**config.mk**
```make
export PLATFORM = sky130hd
export DESIGN_NAME = fclp_ctrl
export DESIGN_NICKNAME = d
export VERILOG_FILES = /design/src/rtl/fclp_pkg.sv /design/src/rtl/fclp_ctrl.sv
export SDC_FILE = /design/constraint.sdc
export NUM_CORES = 1
export LEC_CHECK = 0
export BUFFER_PORTS_ARGS = -buffer_cell sky130_fd_sc_hd__clkbuf_2
export CAP_MARGIN = 20
export CORE_AREA = 2 2 39 41
export CTS_CLUSTER_DIAMETER = 150
export DETAILED_ROUTE_END_ITERATION = 10
export DIE_AREA = 0 0 41 43
export HOLD_SLACK_MARGIN = 0.12
export PLACE_DENSITY_LB_ADDON = 0.05
export SLEW_MARGIN = 20
export SYNTH_ARGS = -nofsm -noshare
export SYNTH_HDL_FRONTEND = slang
export SYNTH_SLANG_ARGS = --single-unit
```
**constraint.sdc**
```tcl
create_clock -name clk -period 3.42 [get_ports clk]
set_input_delay 0.342 -clock clk [delete_from_list [all_inputs] [get_ports clk]]
set_output_delay 0.342 -clock clk [all_outputs]
set_load 0.01 [all_outputs]
```
**src/rtl/fclp_pkg.sv**
```systemverilog
// Shared types and constants for the flight code linear probe table.
`default_nettype none
package fclp_pkg;

  localparam int SLOTS = 1024;
  localparam int SLOT_W = $clog2(SLOTS);

  localparam int LETTER_W = 5;
  localparam int NUMBER_W = 14;
  localparam int COUNT_W = 3;
  localparam int TAG_W = 16;
  localparam int STATUS_W = 2;
  localparam int INDEX_W = 10;

  localparam int LETTER_RADIX = 26;
  localparam int HASH_MULT = 9999;
  localparam int KEY_W = 10;
  localparam int HASH_W = 25;

  localparam logic OP_INSERT = 1'b0;
  localparam logic OP_SEARCH = 1'b1;

  localparam logic [STATUS_W-1:0] ST_INSERTED = 2'd0;
  localparam logic [STATUS_W-1:0] ST_FOUND = 2'd1;
  localparam logic [STATUS_W-1:0] ST_NOT_FOUND = 2'd2;
  localparam logic [STATUS_W-1:0] ST_FULL = 2'd3;

  typedef struct packed {
    logic                valid;
    logic [LETTER_W-1:0] letter_first;
    logic [LETTER_W-1:0] letter_second;
    logic [NUMBER_W-1:0] flight_number;
    logic [COUNT_W-1:0]  digit_count;
    logic [TAG_W-1:0]    record_tag;
  } entry_t;

  localparam int ENTRY_W = $bits(entry_t);

  typedef struct packed {
    logic                clr_write;
    logic                latch_req;
    logic                calc_key;
    logic                calc_home;
    logic                rd_en;
    logic                advance;
    logic                ins_write;
    logic                res_load;
    logic [STATUS_W-1:0] res_code;
    logic                out_load;
  } cmd_t;

  typedef struct packed {
    logic clr_last;
    logic entry_valid;
    logic key_match;
    logic last_probe;
    logic is_search;
    logic out_busy;
  } sts_t;

endpackage
`default_nettype wire

```
**src/rtl/fclp_ctrl.sv**
```systemverilog
// Controller state machine: clearing pass, hashing steps and the probe loop.
`default_nettype none
module fclp_ctrl (
  input  wire logic          clk,
  input  wire logic          rst,
  input  wire logic          in_valid,
  output logic               in_ready,
  input  wire fclp_pkg::sts_t sts,
  output fclp_pkg::cmd_t     cmd
);
  import fclp_pkg::*;

  localparam logic [2:0] S_CLEAR = 3'd0;
  localparam logic [2:0] S_IDLE  = 3'd1;
  localparam logic [2:0] S_KEY   = 3'd2;
  localparam logic [2:0] S_HOME  = 3'd3;
  localparam logic [2:0] S_READ  = 3'd4;
  localparam logic [2:0] S_CHECK = 3'd5;
  localparam logic [2:0] S_RESP  = 3'd6;

  logic [2:0] state;
  logic [2:0] state_next;

  always_ff @(posedge clk) begin
    if (rst) begin
      state <= S_CLEAR;
    end else begin
      state <= state_next;
    end
  end

  assign in_ready = (state == S_IDLE);

  always_comb begin
    state_next = state;
    cmd = '0;
    case (state)
      S_CLEAR: begin
        cmd.clr_write = 1'b1;
        if (sts.clr_last) state_next = S_IDLE;
      end
      S_IDLE: begin
        if (in_valid) begin
          cmd.latch_req = 1'b1;
          state_next = S_KEY;
        end
      end
      S_KEY: begin
        cmd.calc_key = 1'b1;
        state_next = S_HOME;
      end
      S_HOME: begin
        cmd.calc_home = 1'b1;
        state_next = S_READ;
      end
      S_READ: begin
        cmd.rd_en = 1'b1;
        state_next = S_CHECK;
      end
      S_CHECK: begin
        if (!sts.entry_valid) begin
          cmd.res_load = 1'b1;
          cmd.res_code = sts.is_search ? ST_NOT_FOUND : ST_INSERTED;
          cmd.ins_write = !sts.is_search;
          state_next = S_RESP;
        end else if (sts.is_search && sts.key_match) begin
          cmd.res_load = 1'b1;
          cmd.res_code = ST_FOUND;
          state_next = S_RESP;
        end else if (sts.last_probe) begin
          // Every slot has been visited once.
          cmd.res_load = 1'b1;
          cmd.res_code = sts.is_search ? ST_NOT_FOUND : ST_FULL;
          state_next = S_RESP;
        end else begin
          cmd.advance = 1'b1;
          state_next = S_READ;
        end
      end
      S_RESP: begin
        if (!sts.out_busy) begin
          cmd.out_load = 1'b1;
          state_next = S_IDLE;
        end
      end
      default: begin
        state_next = S_IDLE;
      end
    endcase
  end

endmodule
`default_nettype wire

```
==> results of run 1 <==
-- layout make-up --
type | instances | area (um2)
repair buffers | 20 | 100.1
multi-input cells | 36 | 254.0
flip-flops and latches | 3 | 60.06
well taps | 16 | 20.02
fillers | 169 | 912.1
inverters | 3 | 11.26
clock buffers | 4 | 26.28
-- worst min-delay path, delay by kind of cell --
kind / cells / cell delay [ns]
buffers and inverters: 1 / 0.09
AOI/OAI and AO/OA: 2 / 0.12
-- stage by stage --
step                power (mW)  hold WS (ns)  cell area, um2  worst slack, ns  cells
floorplan               0.2529        0.4914           349.1            1.894     45
global route            0.4035        0.3930           471.7            1.347     82
finish                  0.3622        0.3767           471.7            1.515     82
global placement        0.3081        0.6103           445.4            1.697     78
CTS                     0.3701        0.3666           471.7            1.495     82
detailed placement      0.3048        0.6118           445.4            1.672     78
-- cells by family after synthesis --
family / count (synthesis) / share of synthesized area [%]
xor+xnor: 1 / 2.509
flops: 3 / 17.20
mux: 1 / 2.867
simple gates: 21 / 38.35
fa+ha+maj: 1 / 3.584
buf+inv: 6 / 10.03
compound gates: 12 / 25.45
-- where the power goes --
part | leakage (nW) | internal (mW) | switching [mW]
Clock | 0.0150 | 0.0437 | 0.0177
Combinational | 0.186 | 0.0985 | 0.102
Sequential | 0.0248 | 0.0515 | 0.0489
-- cell usage in the layout, fill, tap and decap left out, drive strengths merged --
master and instances:
and2 1, nor4bb 1, o41a 2, a21oi 1, mux2i 1, nor2 3, nand3 1, ha 1
nor2b 1, nand2b 1, nand2 3, a211oi 2, o21a 1, or3b 1, o21ai 3, clkbuf 24
inv 3, nor3 3, a31oi 2, a21o 1, nor3b 5, or4 1, dfxtp 3, xor2 1
-- worst max-delay path by stage --
stage,endpoint,depth (start not counted),startpoint,slack (ns)
detailed placement,state[1],5,state[1],1.67
finish,cmd[5],3,state[2],1.51
global placement,state[1],5,state[1],1.70
floorplan,cmd[5],3,state[2],1.89
global route,cmd[5],3,state[2],1.35
CTS,cmd[5],3,state[2],1.49
-- routing by layer --
metal,up-vias,part of all wire [%],GRT usage (%)
met5,-,0,0
met1,179,50,17.31
met4,0,0,6.000
li1,208,-,-
met3,0,4.1,4.712
met2,9,46,15.94
==> results.rst, run 1 <==
.. list-table::
   :header-rows: 1

   * - Metric
     - Value
   * - Post-synth design cell area
     - around 350 um2
   * - WL final
     - 871 um
   * - Io pins
     - 21
   * - Drt pass-1 iters
     - 3
   * - Avg Cell Area, Syn
     - about 7.8 um2
   * - Critical path startpoint category
     - flop
   * - Flops & latches, synth
     - 3
   * - DP Wirelength
     - a little under 700 um
   * - Count of final setup violators
     - 0
   * - Antenna viol nets, final
     - 0
   * - Reg2Reg Depth
     - 5
   * - Number of diodes
     - 0
   * - Worst EP arrival
     - ~1.6 ns
   * - Layout area overhead
     - 35.13%
   * - Placeable core region
     - about 1400 um2
   * - Power density relative to cell area
     - 767.9 nW/um2
   * - CTS Sinks
     - 3
   * - Antenna violations before repair
     - 0
   * - Largest stage delay on the critical path
     - slightly below 0.6 ns
   * - Total via count in the routed design
     - around 400
   * - Launch instance of the worst register-to-register path
     - state[1]
   * - Cell at the slowest stage of the critical path
     - dfxtp_1
   * - Number of post-CTS setup repair buffers
     - 0
   * - Cell count of the worst hold path
     - 3
   * - DIE WIDTH
     - a little over 40 um
   * - Setup clock skew after layout
     - 0.004651 ns
   * - Most numerous cell in the Yosys netlist
     - nor3b_1
   * - Cell at the root of the clock tree
     - clkbuf_4
   * - Cell accounting for the most synthesized area
     - dfxtp_1
   * - Cell family with most CP delay
     - flip-flops
   * - Net total in the final layout
     - 77
   * - Crit path max fanout
     - 14
   * - Share of synthesized area occupied by flip-flops and latches
     - approximately 17%
   * - TritonCTS clock tree
     - built
   * - Synth top area share
     - approximately 17%
   * - Global Route Usage Sum
     - between 10% and 20%
   * - Via density
     - between 4 and 5
   * - Number of hold violations in the final report
     - 0
   * - Worst-skew pair later-pin latency
     - 0.23 ns
   * - Data required time of the worst path
     - slightly above 3 ns
   * - IO Port Bufs
     - 20
   * - Register ranked first by flip-flop count
     - state
   * - Count of unique library cells instantiated by Yosys
     - 28
   * - Leakage power figure
     - 0.2263 nW
   * - Fmax
     - 524.9 MHz
   * - First DRT Iteration DRCs
     - 5
   * - Worst hold path class
     - in -> reg
   * - Post-cts sizing count
     - 0
   * - CTS Buf Count
     - 3
   * - Post-detailed-route DRC marker count
     - 0
   * - Hold Path Origin
     - rst
   * - Count of H-tree levels built during CTS
     - 1
   * - Sort of element at the end of the critical path
     - output port
   * - Average wire length per cell after detail routing
     - between 10 and 15 um
   * - Maximum Capacitance Violations
     - 0
   * - Hold bufs inserted after CTS
     - 0
   * - Bufs and invs on worst path
     - 1
   * - Clock Tree Buf Depth
     - 2
   * - Status
     - finished clean
   * - Number of enable-type register cells in the synthesized netlist
     - 0
   * - Summed negative setup slack over all endpoints
     - 0 ns
   * - Setup repair after global routing missed its margin
     - no
   * - FF-to-FF setup slack
     - between 1.5 and 2 ns
   * - Hold Crit Endpoint
     - state[0]
   * - Least-Margin Pin Slew
     - 0.4498 ns
   * - Worst-case headroom to the max-slew limit
     - 69.97%
   * - Die Height
     - 43 um
   * - Critical path type
     - reg -> out
   * - Num rows
     - 14
   * - Number of global-route vias before repair
     - between 300 and 400
   * - Initial standard-cell utilization of the core
     - 25.23%
   * - First-pass GRT wire length
     - between 1000 and 1500 um
   * - Async set-or-reset flop fraction in the synthesized netlist
     - 0%
   * - Post-route core utilization
     - approximately a third
   * - Number of flip-flops under the largest register name
     - 3
   * - Endpoint of the worst register-to-register path
     - state[1]
   * - Final GP Congestion
     - between 0.6 and 0.7
   * - Post-synthesis instance total
     - 45
   * - Final cycle utilization of the critical path
     - between 50% and 60%
   * - Area contributors post-synth
     - dfxtp_1 17%, nor3b_1 8.6%, o41a_1 6.5%
   * - IR Drop Worst-Case VDD
     - 290.6 uV
   * - Area of the die
     - roughly 1800 um2
   * - Biggest regs
     - state (3)
   * - Critical path, cell by cell
     - nand3_1 -> nor4bb_1 -> clkbuf_2
   * - Global route overflow
     - 0
   * - Final critical path time including I/O delays and setup
     - between 1.5 and 2 ns
   * - Clock slew at the register clock pins of the worst setup and hold paths
     - around 0.040 ns
   * - Count of yosys warnings during synthesis
     - 0
   * - Pin count of the biggest net entering global routing
     - 15
   * - Ratio of cells with drive above 1 in the final layout
     - 39.39%
   * - Most used flip-flop cell after synthesis
     - dfxtp_1
   * - Synthesized Nets
     - 55
   * - Final count of pins violating max slew
     - 0
Power figures use the tool's default switching activity.
==> run 2, diff against run 1 <==
==> constraint.sdc (replaced) <==
create_clock -name clk -period 1.67 [get_ports clk]
set_input_delay 0.167 -clock clk [delete_from_list [all_inputs] [get_ports clk]]
set_output_delay 0.167 -clock clk [all_outputs]
set_load 0.01 [all_outputs]
==> run 2 against run 1 <==
Cell count is 2.4% higher. Global-route usage is 0.10 points higher. Core utilization is 1.8 points higher. Wire length is 0.34% lower. Register-to-register slack worse by 1.4 ns. Clock power is 120% higher. Sequential power is 53% higher. Worst hold slack worse by 0.19 ns. Clock skew is 0.0020 ns lower. Non-clock buffer count is 2 higher. Combinational power grew to 2.5 times the previous value.
==> results.rst, run 2 (synthesized netlist as in run 1, its figures left out) <==
.. list-table::
   :header-rows: 1

   * - Metric
     - Value
   * - First-pass GRT wire length
     - roughly 1500 um
   * - Final cycle utilization of the critical path
     - around nine tenths
   * - Leakage power figure
     - about 0.24 nW
   * - TritonCTS clock tree
     - built
   * - Global route overflow
     - 0
   * - Fmax
     - ~650 MHz
   * - Leading cell types in the layout, fill and taps excluded
     - 20 x clkbuf_2, 4 x nor3b_1
   * - Post-detailed-route DRC marker count
     - 0
   * - Final Hold Slack
     - between 0.15 and 0.2 ns
   * - Reg2Reg Depth
     - 5
   * - Worst EP arrival
     - between 1 and 1.5 ns
   * - IR Drop Worst-Case VDD
     - slightly above 600 uV
   * - Setup clock skew after layout
     - roughly 0.0026 ns
   * - Critical path startpoint category
     - flop
   * - Count of final setup violators
     - 0
   * - Status
     - finished clean
   * - Final GP Congestion
     - 0.7275
   * - Final count of pins violating max slew
     - 0
   * - Worst-case headroom to the max-slew limit
     - about 80%
   * - Cell at the root of the clock tree
     - clkbuf_4
   * - Antenna viol nets, final
     - 0
   * - Number of flip-flops under the largest register name
     - 3
   * - Global Route Usage Sum
     - about 12%
   * - Die Height
     - 43 um
   * - Post-placement worst setup slack
     - between 0.2 and 0.3 ns
   * - Setup repair after global routing missed its margin
     - no
   * - Number of global-route vias before repair
     - 358
   * - Clock slew at the register clock pins of the worst setup and hold paths
     - 0.04 ns
   * - DP Wirelength
     - between 600 and 700 um
   * - Most common cell after layout, fill and taps aside
     - clkbuf_2
   * - DIE WIDTH
     - 41 um
   * - Number of non-filler instances in the completed layout
     - 84
   * - Initial standard-cell utilization of the core
     - roughly a quarter
   * - Num rows
     - 14
   * - WL final
     - 868 um
   * - Crit path max fanout
     - 12
   * - Biggest regs
     - state (3)
   * - Sort of element at the end of the critical path
     - output port
   * - Total power consumption of the routed design
     - about 0.79 mW
   * - Standard cell area after detailed placement
     - 460.4 um2
   * - Maximum Capacitance Violations
     - 0
   * - Setup ws final
     - 0.1362 ns
   * - Final critical path time including I/O delays and setup
     - between 1.5 and 2 ns
   * - First DRT Iteration DRCs
     - 6
   * - Net total in the final layout
     - 79
   * - Ratio of cells with drive above 1 in the final layout
     - 44.12%
   * - Number of post-CTS setup repair buffers
     - 0
   * - Register ranked first by flip-flop count
     - state
   * - IO Port Bufs
     - 20
   * - CTS Buf Count
     - 3
   * - Io pins
     - 21
   * - Clock Tree Buf Depth
     - 2
   * - Worst hold path class
     - in -> reg
   * - Worst-skew pair later-pin latency
     - between 0.2 and 0.25 ns
   * - Design area
     - a little under 500 um2
   * - Drt pass-1 iters
     - 4
   * - Hold Path Origin
     - rst
   * - Least-Margin Pin Slew
     - between 0.2 and 0.3 ns
   * - Power density relative to cell area
     - 1594 nW/um2
   * - Fill cells
     - 152
   * - Average wire length per cell after detail routing
     - roughly 10 um
   * - Launch instance of the worst register-to-register path
     - state[1]
   * - Instance count after placement with tap cells included
     - 80
   * - Area of the die
     - ~1800 um2
   * - Number of diodes
     - 0
   * - Placeable core region
     - about 1400 um2
   * - Antenna violations before repair
     - 0
   * - Cell count of the worst hold path
     - 3
   * - Summed negative setup slack over all endpoints
     - 0 ns
   * - Pin count of the biggest net entering global routing
     - 13
   * - CTS Sinks
     - 3
   * - Total via count in the routed design
     - between 300 and 400
   * - Post-route core utilization
     - roughly 36%
   * - Number of hold violations in the final report
     - 0
   * - Count of H-tree levels built during CTS
     - 1
   * - Critical Path Start
     - state[2]
   * - Layout area overhead
     - 42.29%
   * - Via density
     - around 4.7
   * - Critical path type
     - reg -> out
   * - Data required time of the worst path
     - 1.50 ns
==> run 2: worst paths after layout <==
| kind | slack, ns | endpoint |
|---|---|---|
| max reg2reg | 0.24 | state[1] |
| min reg2reg | 0.66 | state[1] |
| max | 0.14 | cmd[5] |
| min | 0.19 | state[0] |
==> run 2: power by group <==
group	switching, mW	internal, mW
registers	0.0445	0.108
logic	0.269	0.237
clock network	0.0435	0.0899
total	0.357	0.435
==> run 2: layout make-up <==
| cell class | count | area (um2) | area share (%) |
|---|---|---|---|
| clock buffers | 4 | 26.28 | 5.290 |
| flip-flops and latches | 3 | 61.31 | 12.34 |
| repair buffers | 22 | 118.9 | 23.93 |
| inverters | 3 | 11.26 | 2.267 |
| well taps | 16 | 20.02 | 4.030 |
| multi-input cells | 36 | 259.0 | 52.14 |
==> run 2: worst max-delay path, stage by stage, from the launching register on <==
cell and delay, ns:
dfxtp_1 0.37, buf_6 0.17, nand3_2 0.13, nor4bb_1 0.29
clkbuf_2 0.17
==> run 2: metal layers <==
layer / routed length [um] / vias up / share of wire [%] / global-route usage (%)
met5: 0 / - / 0 / 0
met4: 0 / 0 / 0 / 2.000
met3: 63 / 0 / 7.3 / 8.377
met2: 390 / 11 / 45 / 16.88
met1: 414 / 170 / 48 / 16.35
li1: - / 214 / - / -
==> run 2: repair_timing <==
action	in CTS	in global routing
gates resized for setup	0	3
hold buffers	0	0
endpoints found under the setup margin	0	2
